## config.mk

```make
export PLATFORM = sky130hd
export DESIGN_NAME = run_length_byte_encoder_flat
export DESIGN_NICKNAME = d
export VERILOG_FILES = /design/src/hdl/rleb_pkg.sv /design/src/hdl/rleb_req_if.sv /design/src/hdl/rleb_rsp_if.sv /design/src/hdl/rleb_ctrl.sv /design/src/hdl/rleb_datapath.sv /design/src/hdl/run_length_byte_encoder.sv /design/src/flat_wrapper.sv
export SDC_FILE = /design/constraint.sdc
export NUM_CORES = 1
export LEC_CHECK = 0
export ABC_CLOCK_PERIOD_IN_PS = 9250
export BUFFER_PORTS_ARGS = -buffer_cell sky130_fd_sc_hd__buf_2
export CAP_MARGIN = 40
export CORE_MARGIN = 2
export CORE_UTILIZATION = 50
export CTS_CLUSTER_SIZE = 40
export DETAILED_ROUTE_END_ITERATION = 8
export PLACE_DENSITY = 0.65
export SETUP_SLACK_MARGIN = 0.15
export SYNTH_ARGS = -nofsm -noshare
export SYNTH_HDL_FRONTEND = slang
export SYNTH_SLANG_ARGS = --single-unit
```

## constraint.sdc

```tcl
create_clock -name clock -period 9.25 [get_ports clock]
set_input_delay 0.4625 -clock clock [delete_from_list [all_inputs] [get_ports clock]]
set_output_delay 0.4625 -clock clock [all_outputs]
set_load 0.01 [all_outputs]
```

## src/hdl/rleb_pkg.sv

```systemverilog
`default_nettype none
package rleb_pkg;

   localparam int MAX_LITERAL = 62;
   localparam int LIT_AW      = $clog2(MAX_LITERAL);
   localparam int CNT_W       = 8;
   localparam int BYTE_W      = 8;
   localparam int RUN_MAX     = 128;
   localparam logic [BYTE_W-1:0] LIT_BASE = 8'd128;
   localparam logic [BYTE_W-1:0] TERM_BYTE = 8'd0;

   typedef enum logic [2:0] {
      ST_IDLE,
      ST_NEXT,
      ST_HDR,
      ST_BODY,
      ST_TERM
   } state_type;

   typedef struct packed {
      logic load_item;
      logic emit_hdr;
      logic emit_body;
      logic emit_term;
   } cmd_type;

   typedef struct packed {
      logic out_free;
      logic job_valid;
      logic body_final;
      logic term_pending;
   } stat_type;

endpackage
`default_nettype wire

```

## src/hdl/rleb_req_if.sv

```systemverilog
`default_nettype none
interface rleb_req_if;
   logic       valid;
   logic       ready;
   logic [7:0] data_byte;
   logic       end_of_stream;

   modport source (output valid, output data_byte, output end_of_stream, input ready);
   modport sink   (input valid, input data_byte, input end_of_stream, output ready);
endinterface
`default_nettype wire

```

## src/hdl/rleb_rsp_if.sv

```systemverilog
`default_nettype none
interface rleb_rsp_if;
   logic       valid;
   logic       ready;
   logic [7:0] out_byte;
   logic       last_of_step;
   logic       stream_done;

   modport source (output valid, output out_byte, output last_of_step, output stream_done,
                   input ready);
   modport sink   (input valid, input out_byte, input last_of_step, input stream_done,
                   output ready);
endinterface
`default_nettype wire

```

## src/hdl/rleb_ctrl.sv

```systemverilog
`default_nettype none
module rleb_ctrl
   import rleb_pkg::*;
(
   input  wire logic     clock,
   input  wire logic     reset,
   input  wire logic     req_valid,
   output logic          req_ready,
   input  wire stat_type stat,
   output cmd_type       cmd
);

   state_type state_ff;
   state_type state_in;

   always_ff @(posedge clock) begin
      if (reset) begin
         state_ff <= ST_IDLE;
      end else begin
         state_ff <= state_in;
      end
   end

   always_comb begin
      state_in  = state_ff;
      cmd       = '0;
      req_ready = 1'b0;
      case (state_ff)
         ST_IDLE: begin
            req_ready = 1'b1;
            if (req_valid) begin
               cmd.load_item = 1'b1;
               state_in      = ST_NEXT;
            end
         end
         ST_NEXT: begin
            if (stat.job_valid) begin
               state_in = ST_HDR;
            end else if (stat.term_pending) begin
               state_in = ST_TERM;
            end else begin
               state_in = ST_IDLE;
            end
         end
         ST_HDR: begin
            if (stat.out_free) begin
               cmd.emit_hdr = 1'b1;
               state_in     = ST_BODY;
            end
         end
         ST_BODY: begin
            if (stat.out_free) begin
               cmd.emit_body = 1'b1;
               if (stat.body_final) begin
                  state_in = ST_NEXT;
               end
            end
         end
         ST_TERM: begin
            if (stat.out_free) begin
               cmd.emit_term = 1'b1;
               state_in      = ST_IDLE;
            end
         end
         default: begin
            state_in = ST_IDLE;
         end
      endcase
   end

endmodule
`default_nettype wire

```

## src/hdl/rleb_datapath.sv

```systemverilog
`default_nettype none
module rleb_datapath
   import rleb_pkg::*;
(
   input  wire logic              clock,
   input  wire logic              reset,
   input  wire logic [BYTE_W-1:0] req_data_byte,
   input  wire logic              req_end_of_stream,
   input  wire cmd_type           cmd,
   output stat_type               stat,
   rleb_rsp_if.source             rsp_chan
);

   // Encoder state: count, mode and the most recent byte (run byte in run mode).
   logic [CNT_W-1:0]  cnt_ff;
   logic              in_run_ff;
   logic [BYTE_W-1:0] prev_byte_ff;

   logic [BYTE_W-1:0] lit_mem [MAX_LITERAL];
   logic [BYTE_W-1:0] rd_data_ff;
   logic [LIT_AW-1:0] idx_ff;

   // Two-entry queue of pending emissions, slot 0 is the head.
   logic [1:0]        jv_ff;
   logic              j_run_ff  [2];
   logic [CNT_W-1:0]  j_cnt_ff  [2];
   logic [BYTE_W-1:0] j_byte_ff [2];
   logic              term_ff;

   logic              rsp_valid_ff;
   logic [BYTE_W-1:0] rsp_byte_ff;
   logic              rsp_last_ff;
   logic              rsp_done_ff;

   logic              a_v;
   logic              a_run;
   logic [CNT_W-1:0]  a_cnt;
   logic              b_v;
   logic [CNT_W-1:0]  cnt_in;
   logic              run_in;
   logic              wr_en;
   logic [LIT_AW-1:0] wr_addr;
   logic [CNT_W-1:0]  cnt_inc;
   logic              same_byte;

   logic              body_final;
   logic              rd_en;
   logic [LIT_AW-1:0] rd_addr;
   logic [LIT_AW-1:0] idx_inc;

   assign cnt_inc   = cnt_ff + CNT_W'(1);
   assign same_byte = (req_data_byte == prev_byte_ff);

   always_comb begin
      a_v     = 1'b0;
      a_run   = 1'b0;
      a_cnt   = cnt_ff;
      wr_en   = 1'b0;
      wr_addr = cnt_ff[LIT_AW-1:0];
      cnt_in  = cnt_ff;
      run_in  = in_run_ff;
      if (in_run_ff) begin
         if (same_byte && (cnt_ff < CNT_W'(RUN_MAX))) begin
            cnt_in = cnt_inc;
         end else begin
            a_v     = 1'b1;
            a_run   = 1'b1;
            run_in  = 1'b0;
            wr_en   = 1'b1;
            wr_addr = '0;
            cnt_in  = CNT_W'(1);
         end
      end else if ((cnt_ff != '0) && same_byte) begin
         // The byte pairs with the last literal byte: flush the ones before it.
         a_v    = (cnt_ff != CNT_W'(1));
         a_cnt  = cnt_ff - CNT_W'(1);
         run_in = 1'b1;
         cnt_in = CNT_W'(2);
      end else begin
         wr_en = 1'b1;
         if (cnt_inc >= CNT_W'(MAX_LITERAL)) begin
            a_v    = 1'b1;
            a_cnt  = cnt_inc;
            cnt_in = '0;
         end else begin
            cnt_in = cnt_inc;
         end
      end
      b_v = req_end_of_stream && (run_in || (cnt_in != '0));
   end

   assign idx_inc    = idx_ff + LIT_AW'(1);
   assign body_final = j_run_ff[0] || ({{(CNT_W-LIT_AW){1'b0}}, idx_ff} ==
                                       (j_cnt_ff[0] - CNT_W'(1)));

   always_comb begin
      rd_en   = 1'b0;
      rd_addr = '0;
      if (cmd.emit_hdr && !j_run_ff[0]) begin
         rd_en = 1'b1;
      end else if (cmd.emit_body && !body_final) begin
         rd_en   = 1'b1;
         rd_addr = idx_inc;
      end
   end

   always_ff @(posedge clock) begin
      if (cmd.load_item && wr_en) begin
         lit_mem[wr_addr] <= req_data_byte;
      end
      if (rd_en) begin
         rd_data_ff <= lit_mem[rd_addr];
      end
   end

   always_ff @(posedge clock) begin
      if (reset) begin
         cnt_ff    <= '0;
         in_run_ff <= 1'b0;
         jv_ff     <= '0;
         term_ff   <= 1'b0;
      end else if (cmd.load_item) begin
         cnt_ff    <= req_end_of_stream ? '0 : cnt_in;
         in_run_ff <= req_end_of_stream ? 1'b0 : run_in;
         term_ff   <= req_end_of_stream;
         jv_ff     <= a_v ? {b_v, 1'b1} : {1'b0, b_v};
      end else begin
         if (cmd.emit_body && body_final) begin
            jv_ff <= {1'b0, jv_ff[1]};
         end
         if (cmd.emit_term) begin
            term_ff <= 1'b0;
         end
      end
   end

   always_ff @(posedge clock) begin
      if (cmd.load_item) begin
         prev_byte_ff <= req_data_byte;
         if (a_v) begin
            j_run_ff[0]  <= a_run;
            j_cnt_ff[0]  <= a_cnt;
            j_byte_ff[0] <= prev_byte_ff;
            j_run_ff[1]  <= run_in;
            j_cnt_ff[1]  <= cnt_in;
            j_byte_ff[1] <= req_data_byte;
         end else begin
            j_run_ff[0]  <= run_in;
            j_cnt_ff[0]  <= cnt_in;
            j_byte_ff[0] <= req_data_byte;
         end
      end else if (cmd.emit_body && body_final) begin
         j_run_ff[0]  <= j_run_ff[1];
         j_cnt_ff[0]  <= j_cnt_ff[1];
         j_byte_ff[0] <= j_byte_ff[1];
      end
      if (cmd.emit_hdr) begin
         idx_ff <= '0;
      end else if (cmd.emit_body) begin
         idx_ff <= idx_inc;
      end
   end

   always_ff @(posedge clock) begin
      if (reset) begin
         rsp_valid_ff <= 1'b0;
      end else if (cmd.emit_hdr || cmd.emit_body || cmd.emit_term) begin
         rsp_valid_ff <= 1'b1;
      end else if (rsp_chan.ready) begin
         rsp_valid_ff <= 1'b0;
      end
   end

   always_ff @(posedge clock) begin
      if (cmd.emit_hdr) begin
         rsp_byte_ff <= j_run_ff[0] ? j_cnt_ff[0] : (LIT_BASE | j_cnt_ff[0]);
         rsp_last_ff <= 1'b0;
         rsp_done_ff <= 1'b0;
      end else if (cmd.emit_body) begin
         rsp_byte_ff <= j_run_ff[0] ? j_byte_ff[0] : rd_data_ff;
         rsp_last_ff <= body_final && !jv_ff[1] && !term_ff;
         rsp_done_ff <= 1'b0;
      end else if (cmd.emit_term) begin
         rsp_byte_ff <= TERM_BYTE;
         rsp_last_ff <= 1'b1;
         rsp_done_ff <= 1'b1;
      end
   end

   assign stat.out_free     = !rsp_valid_ff || rsp_chan.ready;
   assign stat.job_valid    = jv_ff[0];
   assign stat.body_final   = body_final;
   assign stat.term_pending = term_ff;

   assign rsp_chan.valid        = rsp_valid_ff;
   assign rsp_chan.out_byte     = rsp_byte_ff;
   assign rsp_chan.last_of_step = rsp_last_ff;
   assign rsp_chan.stream_done  = rsp_done_ff;

endmodule
`default_nettype wire

```

## src/hdl/run_length_byte_encoder.sv

```systemverilog
// Run-length byte encoder in the PackBits style.
// req_chan carries one raw byte per word plus an end-of-stream flag; rsp_chan
// carries the encoded bytes (headers, data bytes and the zero terminator),
// with last_of_step on the final byte caused by an input word and stream_done
// on the terminator. Both channels use a valid/ready handshake.
// A word is taken only while the encoder is idle. A word that produces no
// output passes through ST_NEXT back to idle. A word that produces output
// passes through ST_NEXT and ST_HDR before its first byte is registered; then
// one byte leaves per cycle while the receiver keeps up, with a pass through
// ST_NEXT between emission groups (a run or literal flush, then the flush at
// end of stream, then the terminator). A word holds the input until all its
// output is issued. Literal bytes are read from a buffer with separate read
// and write ports one address per cycle, the next read issued as a byte leaves.
// A result register sits on rsp_chan, so the next word can be accepted while
// the last result still waits. When the receiver stalls, emission pauses and
// the pending byte holds. Synchronous reset returns to literal mode with
// nothing buffered; the literal buffer needs no clearing.
`default_nettype none
module run_length_byte_encoder
   import rleb_pkg::*;
(
   input  wire logic  clock,
   input  wire logic  reset,
   rleb_req_if.sink   req_chan,
   rleb_rsp_if.source rsp_chan
);

   cmd_type  cmd;
   stat_type stat;
   logic     ctl_ready;

   rleb_ctrl u_ctrl (
      .clock     (clock),
      .reset     (reset),
      .req_valid (req_chan.valid),
      .req_ready (ctl_ready),
      .stat      (stat),
      .cmd       (cmd)
   );

   rleb_datapath u_datapath (
      .clock             (clock),
      .reset             (reset),
      .req_data_byte     (req_chan.data_byte),
      .req_end_of_stream (req_chan.end_of_stream),
      .cmd               (cmd),
      .stat              (stat),
      .rsp_chan          (rsp_chan)
   );

   assign req_chan.ready = ctl_ready;

   // While a word can be taken, nothing of the previous word may still be queued.
   a_idle_empty: assert property (@(posedge clock) disable iff (reset)
      ctl_ready |-> (!stat.job_valid && !stat.term_pending))
      else $error("encoder ready with emissions still pending");

   a_done_last: assert property (@(posedge clock) disable iff (reset)
      (rsp_chan.valid && rsp_chan.stream_done) |-> rsp_chan.last_of_step)
      else $error("terminator not marked as last of step");

   a_term_order: assert property (@(posedge clock) disable iff (reset)
      cmd.emit_term |-> !stat.job_valid)
      else $error("terminator issued before flush completed");

   a_one_emit: assert property (@(posedge clock) disable iff (reset)
      $onehot0({cmd.load_item, cmd.emit_hdr, cmd.emit_body, cmd.emit_term}))
      else $error("conflicting datapath commands");

endmodule
`default_nettype wire
```

## src/flat_wrapper.sv

```systemverilog
// flat-port wrapper written by rule: the top's interface ports become plain ports
module run_length_byte_encoder_flat import rleb_pkg::*;
  (clock, reset, req_chan_valid, req_chan_data_byte, req_chan_end_of_stream, req_chan_ready, rsp_chan_valid, rsp_chan_out_byte, rsp_chan_last_of_step, rsp_chan_stream_done, rsp_chan_ready);
  rleb_req_if req_chan_i ();
  rleb_rsp_if rsp_chan_i ();
  input  wire logic clock;
  input  wire logic reset;
  input wire logic [$bits(req_chan_i.valid)-1:0] req_chan_valid;
  input wire logic [$bits(req_chan_i.data_byte)-1:0] req_chan_data_byte;
  input wire logic [$bits(req_chan_i.end_of_stream)-1:0] req_chan_end_of_stream;
  output wire logic [$bits(req_chan_i.ready)-1:0] req_chan_ready;
  output wire logic [$bits(rsp_chan_i.valid)-1:0] rsp_chan_valid;
  output wire logic [$bits(rsp_chan_i.out_byte)-1:0] rsp_chan_out_byte;
  output wire logic [$bits(rsp_chan_i.last_of_step)-1:0] rsp_chan_last_of_step;
  output wire logic [$bits(rsp_chan_i.stream_done)-1:0] rsp_chan_stream_done;
  input wire logic [$bits(rsp_chan_i.ready)-1:0] rsp_chan_ready;
  assign req_chan_i.valid = req_chan_valid;
  assign req_chan_i.data_byte = req_chan_data_byte;
  assign req_chan_i.end_of_stream = req_chan_end_of_stream;
  assign req_chan_ready = req_chan_i.ready;
  assign rsp_chan_valid = rsp_chan_i.valid;
  assign rsp_chan_out_byte = rsp_chan_i.out_byte;
  assign rsp_chan_last_of_step = rsp_chan_i.last_of_step;
  assign rsp_chan_stream_done = rsp_chan_i.stream_done;
  assign rsp_chan_i.ready = rsp_chan_ready;
  run_length_byte_encoder u_core (.clock(clock), .reset(reset), .req_chan(req_chan_i), .rsp_chan(rsp_chan_i));
endmodule
```

==> qor.yml <==
cts:
  cts_resized: 0
  hold_buffers: 0
  clk_pin_slew_ns: 0.06
  clock_path_buffers: 3
  htree_levels: 2
  cts_sinks: 578
  cts-root-buf: "clkbuf_16"
  cts_tree: "done"
  cts_buffers: 57
  worstSkewPairLatency_ns: 0.63
  postCtsSetupRepairBufs: 0
placed_design:
  placed_area_um2: 24900
  dp_hpwl_um: 42600
  dp_cells: 2280
  pre_cts_ws_ns: 4.36
  io_buffers: 24
  place.gp.congestion: 0.906
setup_path:
  cp_max_fo: 47
  cp.arrival_ns: 4.96
  crit_path_start_kind: "register"
  cp-end-kind: "register"
  path_class: "register to register"
  crit_required_ns: 9.55
yosys:
  ys_warn_count: 0
  ys_ff_latch: 578
  syn_inst: 1707
  synth-async-reset-ratio: 0
  ys_top_cells_by_area: "edfxtp_1, mux2i_1, nor2_1, o22ai_1, dfxtp_1"
  yosysTopAreaCellShare: 0.689
  yosys.area.top_type: "edfxtp_1"
  synth_nets: 1727
  synth_seq_area_share: 0.709
  synth_cell_types: 81
  synth_common_cells: "edfxtp_1, nor2_1, mux2i_1, nand2_1"
  synth-main-ff-cell: "edfxtp_1"
  yosysMostFrequentCell: "edfxtp_1"
  synth-edff-count: 554
  postSynthAreaPerCell_um2: 14.1
  netlist_area_um2: 24100
final_layout:
  fin_cells: 2382
  num-fill-cells: 3751
  drive_above_1_share: 0.106
  num_antenna_cells: 0
  fin_nets: 1744
  regArea_um2: 17100
  finish.instance_area_um2: 26700
  area_growth_pct: 10.6
  multi_input_area_um2: 6570
global_route:
  grt_max_degree: 67
  grt_use_total: 0.271
  grt_pass1_wl_um: 100000
  grt_pass1_vias: 14897
  gr-total-overflow: 0
  antenna_found_initial: 2
floorplanning:
  die_y_um: 224
  start_util: 0.506
  die_width_um: 224
  die-area_um2: 50100
  placementRows: 80
  top_level_ports: 25
  fp.coreArea_um2: 47700
routing:
  drt-initial-drc-count: 2265
  via_count: 15653
  drtAntennaViolNets: 0
  drc: 0
  via_per_inst: 6.57
  totalWireLength_um: 67200
  wl_per_cell_um: 28.2
  firstDrtPassIters: 6
timing:
  post-route-min-period_ns: 4.66
  fin_crit_sh: 0.503
  rsz0062_at_grt: "false"
  tns_ns: 0
  fmax_mhz: 215
  tightestPinTransition_ns: 0.994
  setup_violations: 0
  timing.final.ws_setup_ns: 4.59
  slew_violations: 0
  relSlewSlack: 0.336
  fin_skew_ns: 0.0229
  finalHoldViolCount: 0
job:
  max-cap-violations: 0
power_and_ir_drop:
  total_power_mw: 5.74
  power_density_nw_per_um2: 215
  p_leak_nw: 8.23
  ir_worst_vdd_mv: 0.159
status:
  status: "complete, no violations"
min_path:
  hp-class: "input port to register"
[layout by cell type (no fill, tap or decap), types with 13 or more instances in the layout]
cell type,synthesis,final
nor2_1,177,176
xor2_1,13,13
clkbuf_16,0,58
xnor2_1,15,14
o22ai_1,80,80
o21bai_1,13,13
a21oi_1,68,68
o2111ai_1,13,13
o211ai_1,24,24
edfxtp_1,554,554
dfxtp_1,24,23
a211oi_1,30,29
o21ai_0,80,80
nand2_1,85,85
mux2i_1,95,95
o221ai_1,37,37
buf_4,2,36
nor3_1,29,29
buf_2,33,26
nand3_1,27,27
[kinds of logic after synthesis]
group,after synthesis,share of synthesized area
flip-flops,578,0.709
AO/OA/AOI/OAI,449,0.129
buffers and inverters,118,0.0207
XOR/XNOR,28,0.0102
multiplexers,107,0.0450
adder cells (fa/ha/maj),7,0.00363
AND/OR/NAND/NOR,420,0.0820
[path summary, 6_finish.rpt]
check             cells past startpoint                                     end  slack [ns]                              startpoint
hold reg to reg                       2  u_core.u_datapath.rsp_chan.stream_done        0.47  u_core.u_datapath.rsp_chan.stream_done
setup reg to reg                     13         u_core.u_datapath.rd_data_ff[4]        4.59        u_core.u_datapath.j_cnt_ff[0][0]
setup / recovery                     13         u_core.u_datapath.rd_data_ff[4]        4.59        u_core.u_datapath.j_cnt_ff[0][0]
hold / removal                        3               u_core.u_ctrl.state_ff[0]        0.14                          req_chan_valid
[through the flow]
| step | util | hold WS [ns] |
|---|---|---|
| finish | 0.559 | 0.137 |
| global route | 0.559 | 0.143 |
| CTS | 0.559 | 0.115 |
| detailed placement | 0.522 | 0.471 |
| global placement | 0.520 | 0.456 |
| floorplan | - | 0.436 |
[area by class of cell]
type                       count  share of cell area
clock buffer                  70              0.0561
clock inverter                32              0.0105
tap                          615              0.0288
sequential                   578               0.641
inverter                      12             0.00169
timing repair buffer          64              0.0156
multi-input combinational   1011               0.246
[registers in the layout (all words and copies together) (netlist names)]
name / flops
u_core.u_datapath.lit_mem: 496
u_core.u_datapath.j_cnt_ff: 16
u_core.u_datapath.rsp_chan.out_byte: 8
u_core.u_datapath.rsp_chan.last_of_step: 1
u_core.u_datapath.rsp_chan.stream_done: 1
u_core.u_datapath.in_run_ff: 1
u_core.u_ctrl.state_ff: 3
u_core.u_datapath.j_run_ff: 2
u_core.u_datapath.j_byte_ff: 16
u_core.u_datapath.term_ff: 1
u_core.u_datapath.cnt_ff: 8
u_core.u_datapath.rsp_chan.valid: 1
u_core.u_datapath.rd_data_ff: 8
u_core.u_datapath.jv_ff: 2
u_core.u_datapath.prev_byte_ff: 8
u_core.u_datapath.idx_ff: 6
[worst max-delay path: stages, from the launching register on]
cell and delay, ns:
edfxtp_1 0.47, inv_1 0.10, ha_1 0.20, nor2b_1 0.32, nor4_2 0.11, a211oi_4 0.48, o21a_4 0.44, o21ai_4 0.30
buf_4 0.41, o211ai_1 0.33, o21ai_1 0.19, a2111oi_0 0.55, buf_1 0.22, nand4_1 0.19
[where the power goes]
| group | switching, mW | leakage [nW] | total [mW] | internal [mW] |
|---|---|---|---|---|
| sequential | 0.0230 | 5.21 | 2.92 | 2.89 |
| combinational | 0.407 | 2.15 | 0.588 | 0.181 |
| clock | 0.976 | 0.867 | 2.23 | 1.26 |
| total | 1.41 | 8.23 | 5.74 | 4.33 |
[layer usage]
layer  vias up  wire length (um)  GRT usage
met5         -                27          0
met4         4              1810     0.0748
met3       131              7120     0.0607
met2       932             30800      0.415
met1      7805             27400      0.392
li1       6781                 -          -
(Power assumes the default switching activity.)
